`config.mk`:
```
export PLATFORM = sky130hd
export DESIGN_NAME = mmrd_sqrt
export DESIGN_NICKNAME = d
export VERILOG_FILES = /design/src/rtl/mmrd_pkg.sv /design/src/rtl/mmrd_sqrt.sv
export SDC_FILE = /design/constraint.sdc
export NUM_CORES = 1
export LEC_CHECK = 0
export ABC_AREA = 0
export BUFFER_PORTS_ARGS = -buffer_cell sky130_fd_sc_hd__buf_4
export CAP_MARGIN = 25
export CORE_AREA = 5 5 131 133
export DETAILED_ROUTE_END_ITERATION = 10
export DIE_AREA = 0 0 136 138
export PLACE_DENSITY = 0.77
export SYNTH_ARGS = -nofsm -noshare
export SYNTH_HDL_FRONTEND = slang
export SYNTH_SLANG_ARGS = --single-unit
```
`constraint.sdc`:
```
create_clock -name clock -period 10.05 [get_ports clock]
set_clock_uncertainty 0.15 [all_clocks]
set_input_delay 0.5025 -clock clock [delete_from_list [all_inputs] [get_ports clock]]
set_output_delay 0.5025 -clock clock [all_outputs]
set_load 0.005 [all_outputs]
```
`src/rtl/mmrd_pkg.sv`:
```
// Package for the row distance block: metric codes, sizes and sequencer states.
`timescale 1ns / 1ps
package mmrd_pkg;
   localparam int ROW_BITS = 8;
   localparam int COL_BITS = 6;
   localparam int ADDR_BITS = ROW_BITS + COL_BITS;
   localparam int ENTRY_BITS = 33;
   localparam int DEPTH = 1 << ADDR_BITS;
   localparam logic [6:0] MAX_COLS = 7'd64;

   localparam logic [3:0] MET_EUCLID = 4'd0;
   localparam logic [3:0] MET_SQ_EUCLID = 4'd1;
   localparam logic [3:0] MET_CHORD = 4'd2;
   localparam logic [3:0] MET_SQ_CHORD = 4'd3;
   localparam logic [3:0] MET_BRAY = 4'd4;
   localparam logic [3:0] MET_CHISQ = 4'd5;
   localparam logic [3:0] MET_SQ_CHISQ = 4'd6;
   localparam logic [3:0] MET_MANHATTAN = 4'd7;
   localparam logic [3:0] MET_GOWER = 4'd8;
   localparam logic [3:0] MET_ALT_GOWER = 4'd9;

   localparam logic CSR_METRIC = 1'b0;
   localparam logic CSR_COLS = 1'b1;

   localparam logic OP_LOAD = 1'b0;
   localparam logic OP_COMPARE = 1'b1;

   // Root steps: a plain integer root, or one with eight extra fraction pairs.
   localparam logic [5:0] SQ_STEPS_INT = 6'd32;
   localparam logic [5:0] SQ_STEPS_FRAC = 6'd40;

   localparam logic [47:0] DIST_MAX = 48'hFFFF_FFFF_FFFF;
   localparam logic signed [63:0] CHI_LIM = 64'sh2000_0000_0000_0000;

   typedef enum logic [3:0] {
      S_IDLE, S_RDA, S_RDB, S_COL, S_MUL, S_ACC, S_SQA, S_SQB,
      S_DIV, S_CHI, S_FIN, S_FROOT, S_FDIV
   } state_type;
endpackage

```
`src/rtl/mmrd_sqrt.sv`:
```
// Iterative floor square root, one radicand bit pair per cycle.
`timescale 1ns / 1ps
module mmrd_sqrt
   import mmrd_pkg::*;
(
   input  logic        clock,
   input  logic        reset,
   input  logic        start,
   input  logic [63:0] radicand,
   input  logic [5:0]  steps,
   output logic        done,
   output logic [39:0] root
);
   logic [63:0] src_ff, src_in;
   logic [39:0] root_ff, root_in;
   logic [43:0] rem_ff, rem_in;
   logic [5:0]  cnt_ff;
   logic        run_ff, done_ff;
   logic [43:0] rem_sh, trial;
   logic        ge;

   always_comb begin
      rem_sh = {rem_ff[41:0], src_ff[63:62]};
      trial = {2'b00, root_ff, 2'b01};
      ge = rem_sh >= trial;
      rem_in = ge ? rem_sh - trial : rem_sh;
      root_in = {root_ff[38:0], ge};
      src_in = {src_ff[61:0], 2'b00};
   end

   always_ff @(posedge clock) begin
      if (reset) begin
         run_ff <= 1'b0;
         done_ff <= 1'b0;
         cnt_ff <= '0;
      end else begin
         done_ff <= 1'b0;
         if (start) begin
            src_ff <= radicand;
            root_ff <= '0;
            rem_ff <= '0;
            cnt_ff <= steps;
            run_ff <= 1'b1;
         end else if (run_ff) begin
            src_ff <= src_in;
            root_ff <= root_in;
            rem_ff <= rem_in;
            cnt_ff <= cnt_ff - 6'd1;
            if (cnt_ff == 6'd1) begin
               run_ff <= 1'b0;
               done_ff <= 1'b1;
            end
         end
      end
   end

   assign done = done_ff;
   assign root = root_ff;
endmodule

```
=== Word level (Yosys, flattened, before mapping) ===
Index checks and enable logic that the tools add are counted.

* Latch bits: 0
* Logic and storage cells: 26
* Output and inout bits: 41
* Memories kept: 0
* ROM bits: 0
* RAM bits: 0
* Input port bits: 73
* Bits in registers: 154

* Magnitude comparators: 1
* Div/mod/pow operators: 0
* Bitwise operators: 2
* Equal/unequal tests: 1
* Reductions and logical operators: 3
* Shift-type cells: 0
* Muxes and demuxes: 11
* Add/subtract/negate cells: 2
* $mul: 0

{| class="wikitable"
|+ Operators by type and width
! operator !! count
|-
| 64-bit two-way mux || 2
|-
| 42-bit two-way mux || 2
|-
| 44-bit by 42-bit >= comparator with 1-bit output || 1
|-
| 42-bit subtractor || 1
|-
| 40-bit two-way mux || 1
|-
| 6-bit two-way mux || 2
|-
| 6-bit by 1-bit == test with 1-bit output (second input constant) || 1
|-
| 6-bit by 1-bit subtractor with 6-bit output (second input constant) || 1
|-
| 1-bit two-way mux || 4
|-
| 3-bit OR reduction || 1
|-
| 1-bit NOT || 2
|-
| 2-bit AND reduction || 1
|-
| 2-bit nonzero test || 1
|}

=== Depth between registers and ports, before layout ===
* Word-level depth: 4
* Gate-level depth with buffers: 13
* Gate-level depth less buffers: 10

=== Worst setup path before layout ===
No wires, ideal clock.

* Path type: input to register
* Start point: input port start
* End point: register rem_ff[0], enable pin
* Setup slack: 1825 ps
* Data arrival time: 7422 ps
* Required time: 9247 ps
* Cell stages on the path: 5
* Setup time: 653 ps
* Buffers on the path: 3
* Path through: clkbuf_1 > clkbuf_1 > clkbuf_1 > nor2_1 > nor2_1

* Cells in the longest elaborated chain, start to end: 2

{| class="wikitable"
|+ Ends and longest elaborated chain
! item !! RTL line !! source
|-
| from (decl) || mmrd_sqrt.sv:8 || <nowiki>input logic start,</nowiki>
|-
| 2-bit nonzero test (no source line) || n/a ||
|-
| 2-bit AND reduction (no source line) || n/a ||
|-
| to (signal assigned) || mmrd_sqrt.sv:47 || <nowiki>rem_ff <= rem_in;</nowiki>
|-
| to (decl) || mmrd_sqrt.sv:16 || <nowiki>logic [43:0] rem_ff, rem_in;</nowiki>
|}

No other way between the ends.
A chain may end at the register's enable or synchronous reset.

=== Worst setup path after layout ===
* Start point: register rem_ff[21]
* End point: register rem_ff[23] (data pin)

* Cells in the longest elaborated chain, start to end: 3
* Elaborated cells on any way between the ends: 4
* Classes of those cells: 1 x add/sub; 1 x order compare; 2 x mux

{| class="wikitable"
|+ Ends and longest elaborated chain
! item !! RTL line !! source
|-
| 42-bit subtractor / 44-bit by 42-bit >= comparator with 1-bit output (equally long branches) || mmrd_sqrt.sv:26, mmrd_sqrt.sv:25 ||
|-
| 42-bit two-way mux (*) || mmrd_sqrt.sv:26 || <nowiki>rem_in = ge ? rem_sh - trial : rem_sh;</nowiki>
|-
| 42-bit two-way mux (*) || mmrd_sqrt.sv:44 || <nowiki>end else if (run_ff) begin</nowiki>
|}

Mark *: on every way between the ends. The rest lies on a longest branch, timed or not. The select of a mux whose other input is x is not followed.

==> flow_metrics.env <==
export IMPL_drtAntennaViolNets=0
export IMPL_cts_resized=0
export IMPL_hold_viol=0
export IMPL_routedWlPerCell_um=16.6
export IMPL_dr_total_vias=6884
export IMPL_cap_violations=0
export IMPL_avgViaCountPerCell=5.82
export IMPL_power_density_nw_per_um2=178
export IMPL_ys_async_sr_fraction_pct=0
export IMPL_crit_reg2reg_launch="rem_ff[21]"
export IMPL_p_sw_share_pct=28.2
export IMPL_track_usage_pct=21.3
export IMPL_hp_class="in -> reg"
export IMPL_dp_hpwl_um=13500
export IMPL_grt_pass1_vias=6638
export IMPL_die_h_um=138
export IMPL_cts_tree="built"
export IMPL_io_pins=114
export IMPL_yosys_register_bits=154
export IMPL_start_util_pct=58.1
export IMPL_fp_coreArea_sq_um=15700
export IMPL_crit_path_start_kind="register"
export IMPL_hold_path_startpoint="steps[0]"
export IMPL_leakagePower_uw=0.00428
export IMPL_critical_path_class="reg -> reg"
export IMPL_grt_antenna_before_repair=0
export IMPL_clk_pin_slew_ns=0.07
export IMPL_peakVddDrop_mv=0.128
export IMPL_clock_sinks=154
export IMPL_outcome="finished clean"
export IMPL_cp_end_kind="register"
export IMPL_finalSetupViolations=0
export IMPL_drive_gt1_share_pct=23.7
export IMPL_drc_errors=0
export IMPL_grt_max_degree=85
export IMPL_cts_setup_buffers=0
export IMPL_wirelength_um=19600
export IMPL_clockRootBuffer="clkbuf_16"
export IMPL_die_area_sq_um=18800
export IMPL_clk_path_buf_depth=2
export IMPL_rsz0062_at_grt="no"
export IMPL_firstDrtPassIters=5
export IMPL_drv_slew=0
export IMPL_cp_slowest_cell="or4_1"
export IMPL_crit_required_ns=10.18
export IMPL_arrival_ns=3.60
export IMPL_seq_power_share_pct=41.5
export IMPL_max_stage_delay_ns=0.58
export IMPL_ctsHoldBuffers=0
export IMPL_cts_htree_levels=4
export IMPL_worstSkewPairLatency_ns=0.43
export IMPL_synth_nets=980
export IMPL_fmax_ghz=0.288
export IMPL_relSlewSlack_pct=51.8
export IMPL_synthCells=863
export IMPL_grt_pass1_wl_um=32500
export IMPL_syn2layout_area_growth_pct=17.6
export IMPL_num_antenna_cells=0
export IMPL_path_max_fanout=50
export IMPL_nNetsFinal=1072
export IMPL_cts_buffers=17
export IMPL_ys_seq_area_share_pct=49.8
export IMPL_synth_cell_types=70
export IMPL_overflow=0
export IMPL_crit_chain="ha_1 > nand4_1 > nor4_1 > a311o_1 > o31ai_4 > and2_4 > or4_1 > a21oi_1"
export IMPL_comb_power_share_pct=22.7
export IMPL_globalplace_congestion=0.917
export IMPL_die_width_um=136
export IMPL_worst_pin_slew_ns=0.723
export IMPL_dp_cells=1151
export IMPL_final_cells=1182
export IMPL_p_switching_uw=540
export IMPL_syn_area_sq_um=9130
export IMPL_crit_start="rem_ff[21]"
export IMPL_numPortBuffers=113
export IMPL_intPower_uw=1370
export IMPL_drtIter0Drc=525
export IMPL_tns_ns=0
export IMPL_synth_flop_cell="edfxtp_1"
export IMPL_fin_crit_ns=3.47
export IMPL_fp_row_count=46
export IMPL_yosys_warnings=0
export IMPL_fin_crit_sh_pct=34.5
export IMPL_hold_worst_slack_ns=0.153
export IMPL_n_fill_cell=1219
export IMPL_syn_avg_cell_area_sq_um=10.6
export IMPL_synth_edf_count=146
export IMPL_pwr_share_clk_pct=35.8
## flip-flops by register name (all words and copies together), names as in the netlist
signal	flops
rem_ff	42
cnt_ff	6
src_ff	64
run_ff	1
done	1
root	40
## Yosys cell counts, drive strengths merged, types with 5 or more instances
library cell  number  area share (%)
o211ai             7            0.58
nand4             17             1.2
or4                5            0.41
and3               7            0.48
nor3              20             1.2
dfxtp              8             1.8
a211oi             9            0.74
nand2b            12            0.82
a21oi             74             4.1
edfxtp           146              48
nor2              81             3.3
buf               17             1.1
o21bai             5            0.41
o31ai              7            0.73
nand2             71             2.9
xor2               6            0.58
inv               54             2.2
ha                44             6.0
xnor2             16             1.5
nand3b            10            0.82
and2               6            0.44
a21o              15             1.2
o21ai             34             1.9
or3               11            0.75
mux2              63             7.8
clkbuf            29             1.2
nand3             21             1.2
o21a              11            0.90
## path summary, 6_finish.rpt
| check | endpoint | slack, ns | cells after the start |
|---|---|---|---|
| worst max-delay path | rem_ff[23] | 6.58 | 8 |
| worst min-delay path | cnt_ff[0] | 0.15 | 3 |
| worst max register to register | rem_ff[23] | 6.58 | 8 |
| worst min register to register | src_ff[63] | 0.40 | 1 |
## layout make-up
class	count	area [sq um]	share of cell area (%)
clock buffer	17	425	3.96
clock inverter	13	193	1.79
inverter	54	203	1.89
multi-input combinational	609	4190	39.0
sequential	154	4540	42.3
tap	216	270	2.52
timing repair buffer	119	913	8.51
## cells by family (layout without fill, tap and decap cells)
kind of cell,after synthesis,count (layout),share of synthesized area (%)
buffers and inverters,100,203,4.47
AND/OR/NAND/NOR,284,284,15.4
AO/OA/AOI/OAI,194,194,14.2
XOR/XNOR,22,22,2.11
flip-flops,154,154,49.8
adder cells (fa/ha/maj),44,44,6.03
multiplexers,65,65,7.99
## placed cells by master (no fill, tap or decap), types with 4 or more instances in the layout
cell       count
dfxtp_1        8
and3_1         7
nand2_1       71
clkbuf_16     17
nand3_1       21
mux2_2        63
o21ai_0       30
xor2_1         6
xnor2_1       16
and2_1         5
nor2b_1        4
a21oi_1       74
or4_1          5
o21bai_1       5
nor3_1        19
buf_4        118
a211oi_1       9
a21o_1        15
ha_1          44
o31ai_1        6
nor2_1        80
inv_1         54
or3_1         11
or2_2          4
bufinv_16      4
nand2b_1      12
o211ai_1       7
edfxtp_1     146
nand3b_1      10
a31oi_1        4
o21a_1        11
nand4_1       16
## power groups by stage
stage / registers, uW / clock network [uW] / logic [uW]
finish: 794 / 684 / 434
CTS: 795 / 693 / 431
detailed placement: 807 / 0 / 428
floorplan: 808 / 0 / 321
global route: 799 / 724 / 484
global placement: 806 / 0 / 422
## critical path: cells and delay by family, from the launching register on
family | cells | cell delay [ns]
compound gates | 3 | 0.53
fa+ha+maj | 1 | 0.56
flops | 1 | 0.40
simple gates | 4 | 1.65
## routing by layer
metal | part of all wire, % | track usage, % | vias up
met5 | 0 | 0 | -
met4 | 1.4 | 6.31 | 0
met3 | 8.1 | 7.33 | 26
met2 | 47 | 33.3 | 207
met1 | 43 | 28.0 | 3273
li1 | - | - | 3378
## stage by stage
| step | util [%] | total power, uW | setup slack, ns | area [sq um] |
|---|---|---|---|---|
| after CTS | 68.1 | 1920 | 6.58 | 10700 |
| final | 68.3 | 1910 | 6.58 | 10700 |
| after floorplan | - | 1130 | 1.83 | 9130 |
| after detailed placement | 64.2 | 1230 | 6.61 | 10100 |
| after global placement | 64.2 | 1230 | 6.62 | 10100 |
| after global routing | 68.3 | 2010 | 6.26 | 10700 |
(Power assumes the default switching activity.)
