--- src/rtl/mmrd_pkg.sv ---
// Package for the row distance block: metric codes, sizes and sequencer states.
`timescale 1ns / 1ps
package mmrd_pkg;
   localparam int ROW_BITS = 8;
   localparam int COL_BITS = 6;
   localparam int ADDR_BITS = ROW_BITS + COL_BITS;
   localparam int ENTRY_BITS = 33;
   localparam int DEPTH = 1 << ADDR_BITS;
   localparam logic [6:0] MAX_COLS = 7'd64;

   localparam logic [3:0] MET_EUCLID = 4'd0;
   localparam logic [3:0] MET_SQ_EUCLID = 4'd1;
   localparam logic [3:0] MET_CHORD = 4'd2;
   localparam logic [3:0] MET_SQ_CHORD = 4'd3;
   localparam logic [3:0] MET_BRAY = 4'd4;
   localparam logic [3:0] MET_CHISQ = 4'd5;
   localparam logic [3:0] MET_SQ_CHISQ = 4'd6;
   localparam logic [3:0] MET_MANHATTAN = 4'd7;
   localparam logic [3:0] MET_GOWER = 4'd8;
   localparam logic [3:0] MET_ALT_GOWER = 4'd9;

   localparam logic CSR_METRIC = 1'b0;
   localparam logic CSR_COLS = 1'b1;

   localparam logic OP_LOAD = 1'b0;
   localparam logic OP_COMPARE = 1'b1;

   // Root steps: a plain integer root, or one with eight extra fraction pairs.
   localparam logic [5:0] SQ_STEPS_INT = 6'd32;
   localparam logic [5:0] SQ_STEPS_FRAC = 6'd40;

   localparam logic [47:0] DIST_MAX = 48'hFFFF_FFFF_FFFF;
   localparam logic signed [63:0] CHI_LIM = 64'sh2000_0000_0000_0000;

   typedef enum logic [3:0] {
      S_IDLE, S_RDA, S_RDB, S_COL, S_MUL, S_ACC, S_SQA, S_SQB,
      S_DIV, S_CHI, S_FIN, S_FROOT, S_FDIV
   } state_type;
endpackage

--- src/rtl/mmrd_div.sv ---
// Restoring unsigned divider, one quotient bit per cycle.
`timescale 1ns / 1ps
module mmrd_div
   import mmrd_pkg::*;
(
   input  logic        clock,
   input  logic        reset,
   input  logic        start,
   input  logic [63:0] dividend,
   input  logic [39:0] divisor,
   output logic        done,
   output logic [63:0] quotient,
   output logic [39:0] remainder
);
   logic [63:0] q_ff;
   logic [40:0] r_ff, r_sh, r_in;
   logic [39:0] dvs_ff;
   logic [6:0]  cnt_ff;
   logic        run_ff, done_ff, ge;

   always_comb begin
      r_sh = {r_ff[39:0], q_ff[63]};
      ge = r_sh >= {1'b0, dvs_ff};
      r_in = ge ? r_sh - {1'b0, dvs_ff} : r_sh;
   end

   always_ff @(posedge clock) begin
      if (reset) begin
         run_ff <= 1'b0;
         done_ff <= 1'b0;
         cnt_ff <= '0;
      end else begin
         done_ff <= 1'b0;
         if (start) begin
            q_ff <= dividend;
            r_ff <= '0;
            dvs_ff <= divisor;
            cnt_ff <= 7'd64;
            run_ff <= 1'b1;
         end else if (run_ff) begin
            q_ff <= {q_ff[62:0], ge};
            r_ff <= r_in;
            cnt_ff <= cnt_ff - 7'd1;
            if (cnt_ff == 7'd1) begin
               run_ff <= 1'b0;
               done_ff <= 1'b1;
            end
         end
      end
   end

   assign done = done_ff;
   assign quotient = q_ff;
   assign remainder = r_ff[39:0];
endmodule

--- config.mk ---
export PLATFORM = sky130hd
export DESIGN_NAME = mmrd_div
export DESIGN_NICKNAME = d
export VERILOG_FILES = /design/src/rtl/mmrd_pkg.sv /design/src/rtl/mmrd_div.sv
export SDC_FILE = /design/constraint.sdc
export NUM_CORES = 1
export LEC_CHECK = 0
export ABC_AREA = 1
export BUFFER_PORTS_ARGS = -buffer_cell sky130_fd_sc_hd__buf_2
export CORE_MARGIN = 1.5
export CORE_UTILIZATION = 28
export DETAILED_ROUTE_END_ITERATION = 8
export SLEW_MARGIN = 25
export SYNTH_ARGS = -nofsm -noshare
export SYNTH_HDL_FRONTEND = slang
export SYNTH_SLANG_ARGS = --single-unit
export TNS_END_PERCENT = 20
--- constraint.sdc ---
create_clock -name clock -period 13.4 [get_ports clock]
set_input_delay 2.01 -clock clock [delete_from_list [all_inputs] [get_ports clock]]
set_output_delay 2.01 -clock clock [all_outputs]
set_load 0.005 [all_outputs]
### Word-level counts from Yosys, hierarchy flattened

Cells that the tools add are included.

* flip-flop bits (word level): 153
* input bits: 107
* output and inout port bits: 105
* logic and storage cells: 28

* add/subtract/negate cells: 2
* order comparisons: 1
* eq/ne operators: 1
* mux-type cells: 10
* bitwise logic cells: 2
* reduce and logical (&&, ||, !) cells: 5

Operator list (count)
* two-way mux 64 bit: 2
* two-way mux 40 bit: 2
* >= comparator 41 x 40 -> 1 bit: 1
* subtractor 40 bit: 1
* two-way mux 7 bit: 2
* == test 7 x 1 -> 1 bit, second input constant: 1
* subtractor 7 x 1 -> 7 bit, second input constant: 1
* two-way mux 1 bit: 4
* AND reduction 2 bit: 2
* OR reduction 3 bit: 1
* NOT 1 bit: 2
* nonzero test 2 bit: 1
* OR reduction 2 bit: 1

### Longest topological paths before layout

Gate-level depths: netlist of the first run.

* depth in word-level cells: 4
* mapped depth: 17
* depth with buffers taken out: 17

### Worst setup path before layout of the first run

No wires, ideal clock.

* kind: in2reg
* start: in start
* end: reg q_ff[0], in the netlist quotient[0], enable pin
* library setup time: 0.713 ns
* data arrival time: 9.544 ns
* data required time: 12.687 ns
* path slack: 3.143 ns
* stages: 2
* path buffers: 0
* cell sequence: clkinv_1 o21ai_0

* longest elaborated chain between the ends: 2

Ends and longest elaborated chain
* from (decl): RTL line mmrd_div.sv:8 `input logic start,`
* nonzero test 2 bit (no source line)
* AND reduction 2 bit (no source line)
* to (signal assigned): RTL line mmrd_div.sv:35 `q_ff <= dividend;`
* to (signal assigned): RTL line mmrd_div.sv:41 `q_ff <= {q_ff[62:0], ge};`
* to (decl): RTL line mmrd_div.sv:15 `logic [63:0] q_ff;`

No other way between the ends.
A chain may end at the register's enable or synchronous reset.

==> run metrics, run 1 <==
outcome=finished, final reports clean; post-route ant nets=0; CP max-delay cell=clkinv_2; Setup Buffers After CTS=0; Post-Synth Adder-Cell Area=5.66%; clock sink total=153; Critical Path End Type=register; post_cts resized=0; Final HPWL DP=22.4 mm; combinational power share=31.6%; crit-path max cell delay=0.63 ns; Vias/cell=roughly 4.4; Syn-to-layout area delta=21.6%; clock-pin slew on the worst setup and hold paths=0.07 ns; CTS hold repair buffers=0; Placed Cells=1914; reg2reg setup slack=10.22 ns; final non-filler cell total=1947; hold_ws=0.484 ns; clk_skew=between 0.015 and 0.02 ns; crit share post-route=31.3%; initial drt markers=about 490; Hold Path Class=register to register; # IOs=212; Crit Path Category=primary input to register; GPL Wtd Cong=0.894; synth unique cells=39; post-route minimum period=4.19 ns; max-slew violations=0; Via Count=8563; Crit path arrival time=approximately 4.4 ns; Post-Syn Area=0.00964 mm^2; Slew @ Worst Pin=0.843 ns; most numerous cell in the Yosys netlist=nand2_1; commonest cells in the netlist=nand2_1, inv_1, edfxtp_1; Yosys top cell by area=edfxtp_1; Nets=between 1500 and 2000; synth top area cells=edfxtp_1, nand2_1, inv_1; switching power=582 uW; port bufs=211; starting density of the core=28.6%; FMAX=238 MHz; H-tree Lvls=4; Sw Share=36.5%; #FFs+latches synth=around 150; Top Layer Used=met5; relative slew slack=43.8%; Pleak=0.00605 uW; Die X=189 um; clock power share=29.1%; routed wl met3=around 1.9 mm; Fin. Hold Viols=0; WP data required=between 10 and 15 ns; Top FF cell, synth=edfxtp_1; Post-synth ARST share=0%; final WL=28.9 mm; Max Cap Viol=0; first-pass GRT wire length=between 40 and 50 mm; sequential power share=around two fifths; syn nets=about 1400; crit-path max FO=80; vias in the first global route=8378; TNS Setup=0 ns; DR WL/cell=14.9 um; simple-gate share of the synthesized area=31.5%; Power Density=136 mW/mm^2; M1 wire length=12.8 mm; CTS tree=yes; clk root buf=clkbuf_16; layout cells sized above 1=20.0%; Clock Latency Late Sink=approximately 0.45 ns; EDFF count, synth=144; initial antenna violation count=4; cell count after synthesis=roughly 1300; CTS Buf Count=17; Buf/Inv on CP=5; RSZ-0062 raised after global routing=false; post-synth top area share=44.8%; core region area=0.0337 mm^2; mux share of post-synthesis cell area=0%; largest family of logic cells by synthesized area=simple AND/OR/NAND/NOR gates; Post-Syn Area per Cell=around 7.6 um^2; CP top delay family=buffers and inverters; first drt pass iteration count=5; sequential area share after synthesis=46.7%; XOR/XNOR Fraction of Synth Area=2.00%; Int Pwr=a little over 1000 uW; Final setup viols=0; met2 WL post-DR=13.8 mm; critical path cell sequence=buf_2, buf_4, clkinv_2, buf_4, nand2_2, nand2_1, nand2_1, inv_1; type of origin of the critical path=primary input; CTS Buffer Depth=2; Compound-Gate Fraction of Synth Area=~4.6%; die height=roughly 190 um; VDD IR max=0.0677 mV; largest net degree at the start of global routing=81; Remaining Overflow, GRT=0; Die ar.=0.0356 mm^2; overall power=1600 uW; gr usage total=16.4%; synthesis warning total=0; site row count=67; DRC viols=0
[cell families (layout without fill, tap and decap cells)]
logic type                 after synthesis  in the layout
xor gates and xnor gates                22             22
AOI/OAI and AO/OA                       78             78
buffers and inverters                  230            453
other                                    0              1
and+or+nand+nor                        749            749
adders and majority gates               43             43
DFF                                    153            153
[cell type report]
cell class	count	area, um^2
diodes	1	2.50
clock buffers	19	443
clock inverters	13	109
fillers	3655	22000
inverters	205	771
multi-input cells	892	4240
flip-flops and latches	153	4500
well taps	448	561
repair buffers	216	1090
[registers in the layout, summed over array words and instances, names as in the netlist]
name,cells
quotient,64
dvs_ff,40
r_ff,40
cnt_ff,7
done,1
run_ff,1
[power groups by stage]
| stage | clock, uW | sequential [uW] | combinational (uW) |
|---|---|---|---|
| after CTS | 474 | 628 | 507 |
| after global placement | 0 | 637 | 502 |
| after floorplan | 0 | 638 | 350 |
| after detailed placement | 0 | 637 | 504 |
| after global routing | 497 | 633 | 572 |
| final | 465 | 626 | 504 |
[metal layers]
metal | track usage [%] | vias to the layer above
met5 | 0 | -
met4 | 4.64 | 6
met3 | 4.34 | 29
met2 | 27.8 | 253
met1 | 20.6 | 3892
li1 | - | 4383
[cell usage in the layout (no fill, tap or decap), types with 2 or more instances in the layout]
cell       count
o21ai_0       26
inv_8          2
buf_4          5
clkbuf_16     17
inv_2          5
nand3_2        7
clkinv_4       4
clkinv_2       2
inv_6          4
nand3_1       30
nor3_1         7
nand4_1        3
dfxtp_1        9
buf_2        211
a21o_1         3
ha_1          42
nand2_1      528
nand2_2       11
edfxtp_1     144
a21oi_1       32
nor2_1       132
inv_1        199
nor2_2        17
nor2_4         3
o21bai_1       4
o21ai_2        5
o21a_1         3
nand3b_1       7
xor2_1        21
[worst paths after layout]
path                            startpoint         to  cells past startpoint
worst max register to register    r_ff[11]   r_ff[15]                     12
worst min register to register   cnt_ff[6]  cnt_ff[6]                      2
worst max-delay path                 start   r_ff[39]                      8
worst min-delay path             cnt_ff[6]  cnt_ff[6]                      2
[metrics by stage]
stage | instance area (um^2) | util [%] | setup slack [ns]
6_report | 11700 | 34.8 | 9.21
5_1_grt | 11700 | 34.8 | 9.00
4_1_cts | 11700 | 34.8 | 9.23
3_5_place_dp | 11200 | 33.1 | 8.77
3_3_place_gp | 11200 | 33.1 | 8.79
2_1_floorplan | 9640 | - | 3.14
[worst reg2reg max path, stage by stage, from the launching register on]
cell	delay [ns]
edfxtp_1	0.50
ha_1	0.42
nand2_1	0.12
nor2_2	0.24
nand3_1	0.14
nor2_1	0.11
nand3_1	0.08
nand2_1	0.09
nor2_2	0.06
nand2_4	0.48
inv_2	0.42
nor2_1	0.22
nor2_2	0.06
Power figures use the tool's default switching activity.
==> run 2, diff against run 1 <==
==> constraint.sdc (replaced) <==
create_clock -name clock -period 3.7 [get_ports clock]
set_input_delay 0.555 -clock clock [delete_from_list [all_inputs] [get_ports clock]]
set_output_delay 0.555 -clock clock [all_outputs]
set_load 0.005 [all_outputs]
==> run 2 against run 1 <==
- clock-buffer cell count increased by 5
- utilization up 0.12 points
- global-route usage rose by 0.50 points
- largest cell class unchanged
- via count up 0.50%
- critical endpoint is now r_ff[13]
==> run metrics, run 2 (same netlist as run 1, synthesis figures left out) <==
Design Area, Final=0.0118 mm^2 (+0.34%); final WL=29.4 mm (+1.7%); Final setup viols=0 (unchanged); clock-pin slew on the worst setup and hold paths=0.07 ns (about the same); Clock Latency Late Sink=0.45 ns (about the same); starting density of the core=28.6% (unchanged); Crit Path Category=register to register; Critical Path End Type=register; max reg flops=64 (unchanged); CTS tree=yes; VDD IR max=0.322 mV (+380%); outcome=finished, final reports clean; Via Count=8606 (+0.50%); die height=189 um (unchanged); clock sink total=153 (unchanged); hold_sp=divisor[23]; Cell Area, Placed=0.0112 mm^2 (+0.18%); H-tree Lvls=4 (unchanged); Vias/cell=4.42 (+0.40%); Max Cap Viol=0 (unchanged); clk_skew=0.0129 ns (-0.00510 ns); DRC viols=0 (unchanged); initial drt markers=543 (+11%); Slew @ Worst Pin=0.790 ns (-0.0533 ns); cell mode on critical path=nor2_2; most frequent cells in the layout=nand2_1, buf_2, inv_1, edfxtp_1, nor2_1; core region area=0.0337 mm^2 (unchanged); CTS Buffer Depth=2 (unchanged); # IOs=212 (unchanged); Pleak=0.00607 uW (+0.40%); CP startpoint=r_ff[11]; Die ar.=0.0356 mm^2 (unchanged); CP max-delay cell=edfxtp_1; DR WL/cell=15.1 um (+1.6%); post_cts resized=0 (unchanged); port bufs=211 (unchanged); layout cells sized above 1=19.9% (-0.080 points); RSZ-0062 raised after global routing=false; crit-path max FO=29 (-64%); crit-path max cell delay=0.51 ns (-0.12 ns); TNS Setup=0 ns (unchanged); overall power=5860 uW (+270%); post-route minimum period=3.01 ns; Crit path arrival time=3.22 ns (-1.18 ns); Hold Path Class=primary input to register; gr usage total=16.9% (+0.50 points); CTS Buf Count=17 (unchanged); largest net degree at the start of global routing=74 (-8.6%); Fin. Hold Viols=0 (unchanged); most common cell after layout, fill and taps aside=nand2_1; Finished Core Util=34.9% (+0.12 points); Final HPWL DP=22.8 mm (+1.8%); Syn-to-layout area delta=22.0%; Power Density=498 mW/mm^2 (+270%); site row count=67 (unchanged); CTS hold repair buffers=0 (unchanged); vias in the first global route=8757 (+4.5%); first drt pass iteration count=5 (unchanged); Setup Buffers After CTS=0 (unchanged); first-pass GRT wire length=46.4 mm (+2.7%); post-route ant nets=0 (unchanged); CP top delay family=simple AND/OR/NAND/NOR gates; WP data required=3.91 ns (-9.70 ns); initial antenna violation count=5 (+1); Buf/Inv on CP=1 (-4); type of origin of the critical path=register; FMAX=332 MHz; final non-filler cell total=1949 (+0.10%); crit share post-route=81.3%; critical path cell sequence=ha_1, nand2_1, nor2_2, nand3_1, nor2_1, nand3_1, nand2_1, nor2_2, nand2_4, inv_2, nor2_1, nor2_2; relative slew slack=47.3% (+3.6 points); Die X=189 um (unchanged); Remaining Overflow, GRT=0 (unchanged); worst r2r src=r_ff[11]; GPL Wtd Cong=0.943 (+5.6%); clk root buf=clkbuf_16; Nets=1636 (+0.061%); Placed Cells=1915 (+0.052%); max-slew violations=0 (unchanged)
-- run 2: cell types whose count changed in the layout (fill, tap and decap cells not counted), sizes merged --
cell	before	now
buf	216	217
clkbuf	19	24
clkinv	7	3
clkinvlp	1	0
diode	1	2
-- run 2: worst reg2reg max path, cell delays in order (launching register included) --
cell and delay, ns:
edfxtp_1 0.51, ha_1 0.43, nand2_1 0.12, nor2_2 0.25, nand3_1 0.14, nor2_1 0.13
nand3_1 0.08, nand2_1 0.08, nor2_2 0.06, nand2_4 0.33, inv_2 0.35, nor2_1 0.23
nor2_2 0.06
-- run 2: through the flow --
| step | setup slack [ns] | hold WS (ns) |
|---|---|---|
| after floorplan | 0.738 | 0.442 |
| after global placement | 0.696 | 0.463 |
| after CTS | 0.699 | 0.249 |
| final | 0.692 | 0.277 |
| after global routing | 0.530 | 0.255 |
| after detailed placement | 0.717 | 0.474 |
-- run 2: layout make-up --
type | count | area (um^2)
flip-flops and latches | 153 | 4500
diodes | 2 | 5.00
multi-input cells | 892 | 4240
repair buffers | 217 | 1110
well taps | 448 | 561
inverters | 205 | 771
clock buffers | 24 | 515
clock inverters | 8 | 53.8
fillers | 3647 | 21900
-- run 2: power by group --
| group | internal (uW) | total, uW | switching [uW] |
|---|---|---|---|
| Clock | 983 | 1740 | 758 |
| Sequential | 2140 | 2260 | 122 |
| Combinational | 641 | 1850 | 1210 |
| Total | 3770 | 5860 | 2090 |
-- run 2: final timing paths --
path / end / slack, ns / cells past startpoint
hold reg to reg: cnt_ff[6] / 0.49 / 2
hold / removal: dvs_ff[23] / 0.28 / 1
setup / recovery: r_ff[13] / 0.69 / 12
setup reg to reg: r_ff[13] / 0.69 / 12
-- run 2: metal layers --
metal	up-vias	wire length, um	track usage [%]
li1	4380	-	-
met1	3893	12800	20.7
met2	280	13900	28.5
met3	47	1970	4.60
met4	6	727	6.17
met5	-	46	0
==> run 3, diff against run 2 <==
--- a/config.mk
+++ b/config.mk
@@ -5,7 +5,7 @@
 export SDC_FILE = /design/constraint.sdc
 export NUM_CORES = 1
 export LEC_CHECK = 0
-export ABC_AREA = 1
+export ABC_AREA = 0
 export BUFFER_PORTS_ARGS = -buffer_cell sky130_fd_sc_hd__buf_2
 export CORE_MARGIN = 1.5
 export CORE_UTILIZATION = 28
==> constraint.sdc (replaced) <==
create_clock -name clock -period 3 [get_ports clock]
set_input_delay 0.45 -clock clock [delete_from_list [all_inputs] [get_ports clock]]
set_output_delay 0.45 -clock clock [all_outputs]
set_load 0.005 [all_outputs]
==> run 3 against run 2 <==
- hold slack got worse by 0.087 ns
- sequential share of layout area shrank 0.86 points
- combinational power up 15%
- first-iteration DRC count is 30% lower
- flip-flop and latch count is the same
- register-to-register slack lost 0.65 ns
- global-route usage decreased by 0.92 points
- power is 22% higher
- clock power is 36% higher
- area after synthesis is 12% lower
- via count decreased by 20%
- utilization rose by 5.5 points
- critical endpoint is now r_ff[25]
- largest power group unchanged
==> run metrics, run 3 <==
Pleak=0.00514 uW (-15%); port bufs=211 (unchanged); clk root buf=clkbuf_16; max-slew violations=0 (unchanged); RSZ-0062 raised after global routing=true; relative slew slack=46.7% (-0.61 points); Syn-to-layout area delta=41.2%; sequential area share after synthesis=52.8% (+6.1 points); clock sink total=153 (unchanged); gr usage total=16.0% (-0.92 points); Critical Path End Type=register; CTS hold repair buffers=0 (unchanged); clock-pin slew on the worst setup and hold paths=0.08 ns (about the same); WP data required=3.17 ns (-0.74 ns); syn nets=861 (-40%); Max Cap Viol=0 (unchanged); Final setup viols=0 (unchanged); DR WL/cell=17.4 um (+15%); Placed Cells=1394 (-27%); Cell Area, Placed=0.0108 mm^2 (-3.1%); Remaining Overflow, GRT=0 (unchanged); Buf/Inv on CP=4 (+3); EDFF count, synth=144 (unchanged); crit share post-route=98.5% (+17 points); post-route minimum period=2.96 ns (-0.0518 ns); post-synth top area share=50.7% (+5.9 points); #FFs+latches synth=153 (unchanged); Die ar.=0.0315 mm^2 (-11%); site row count=63 (-6.0%); FMAX=338 MHz (+1.8%); Hold Path Class=primary input to register; overall power=7160 uW (+22%); Power Density=595 mW/mm^2 (+19%); Die X=177 um (-5.9%); core region area=0.0298 mm^2 (-12%); GRT busiest layer=met2; CTS tree=yes; M3 GR Usage=6.00% (+1.4 points); most common cell after layout, fill and taps aside=buf_2; DRC viols=0 (unchanged); type of origin of the critical path=register; cell count after synthesis=711 (-44%); Crit path arrival time=3.12 ns (-0.10 ns); GR met1 Demand/Resource=18.0% (-2.8 points); Top FF cell, synth=edfxtp_1; die height=177 um (-5.9%); Slew @ Worst Pin=0.799 ns (+0.00919 ns); synthesis warning total=0 (unchanged); post-route ant nets=0 (unchanged); vias in the first global route=7212 (-18%); Final HPWL DP=18.6 mm (-18%); cell mode on critical path=buf_4; H-tree Lvls=4 (unchanged); Design Area, Final=0.0120 mm^2 (+2.3%); GPL Wtd Cong=0.864 (-8.4%); CTS Buffer Depth=2 (unchanged); commonest cells in the netlist=edfxtp_1, nor2_1, mux2_2; crit-path max FO=10 (-66%); CP top delay family=simple AND/OR/NAND/NOR gates; most frequent cells in the layout=buf_2, edfxtp_1, buf_4, mux2_2, nor2_1; Post-Syn Area=0.00852 mm^2 (-12%); Nets=1189 (-27%); met2 Resource Use GR=27.8% (-0.65 points); most numerous cell in the Yosys netlist=edfxtp_1; Clock Latency Late Sink=0.43 ns (-0.02 ns); critical path cell sequence=ha_4, nand3_1, or4_1, nor4_2, buf_4, a211oi_4, o31ai_4, buf_6, bufbuf_16, buf_4, a211oi_2; Fin. Hold Viols=0 (unchanged); CP max-delay cell=or4_1; Finished Core Util=40.4% (+5.5 points); clk_skew=0.0128 ns (-0.000131 ns); Post-Syn Area per Cell=12.0 um^2 (+59%); VDD IR max=0.377 mV (+17%); Post-synth ARST share=0% (unchanged); initial antenna violation count=5 (unchanged); outcome=finished, final reports clean; hold_ws=0.190 ns (-0.0872 ns); layout cells sized above 1=47.1% (+27 points); max reg flops=64 (unchanged); initial drt markers=379 (-30%); final non-filler cell total=1446 (-26%); first drt pass iteration count=5 (unchanged); largest net degree at the start of global routing=65 (-12%); synth top area cells=edfxtp_1, mux2_2, ha_1; Crit Path Category=register to register; Via Count=6912 (-20%); final WL=25.1 mm (-15%); Yosys top cell by area=edfxtp_1; starting density of the core=28.6% (about the same); Vias/cell=4.78 (+8.3%); synth unique cells=61 (+56%); # IOs=212 (unchanged); CTS Buf Count=17 (unchanged); crit-path max cell delay=0.54 ns (+0.03 ns); first-pass GRT wire length=38.3 mm (-18%)
-- run 3: cell types whose count changed after synthesis, sizes merged, moves of 13 or more --
cell    change
nand2     -505
inv       -155
nor2       -85
mux2       +63
nand3      -30
mux2i      +26
xnor2      +23
a21oi      +16
a21o       +15
a211oi     +13
-- run 3: area by class of cell --
class                           count  area [um^2]
Fill cell                        2926        17800
Sequential cell                   153         4500
Antenna cell                        4         10.0
Clock buffer                       18          429
Tap cell                          390          488
Multi-Input combinational cell    480         4070
Timing Repair Buffer              338         2150
Inverter                           49          184
Clock inverter                     14          200
-- run 3: where the power goes --
part	switching (uW)	internal [uW]
Clock	1010	1350
Combinational	1050	1080
Sequential	101	2560
-- run 3: per-stage QoR --
stage	setup WS [ns]	TNS [ns]
6_report	0.0439	0
2_1_floorplan	0.0863	0
3_5_place_dp	-0.285	-2.06
3_3_place_gp	-0.190	-0.653
4_1_cts	-0.0188	-0.0243
5_1_grt	-0.0650	-1.06
-- run 3: cell families after synthesis --
family	Yosys count	synth area share, %
compound gates	159	13.2
xor+xnor	42	4.32
fa+ha+maj	43	6.40
buf+inv	78	3.86
flops	153	52.8
mux	89	11.4
simple gates	147	7.97
-- run 3: path summary, 6_finish.rpt --
path	endpoint	slack, ns	from	cells after the start
worst min register to register	cnt_ff[1]	0.51	cnt_ff[1]	2
worst max register to register	r_ff[25]	0.04	r_ff[14]	11
worst min-delay path	dvs_ff[38]	0.19	divisor[38]	1
worst max-delay path	r_ff[25]	0.04	r_ff[14]	11
-- run 3: worst reg2reg max path: stages, from the launching register on --
cell	delay [ns]
edfxtp_1	0.43
ha_4	0.35
nand3_1	0.11
or4_1	0.54
nor4_2	0.33
buf_4	0.17
a211oi_4	0.04
o31ai_4	0.07
buf_6	0.21
bufbuf_16	0.30
buf_4	0.11
a211oi_2	0.05
-- run 3: layer usage --
metal,routed length [um],vias to the layer above
met5,24,-
met4,500,4
met3,2250,37
met2,12500,256
met1,9820,3300
li1,-,3315
-- run 3: what timing repair did --
action                                  CTS  global route
gates cloned                              1             2
resized for setup                        27            35
endpoints found under the setup margin   36            41
pin swaps                                12            14
setup buffers                             4             9
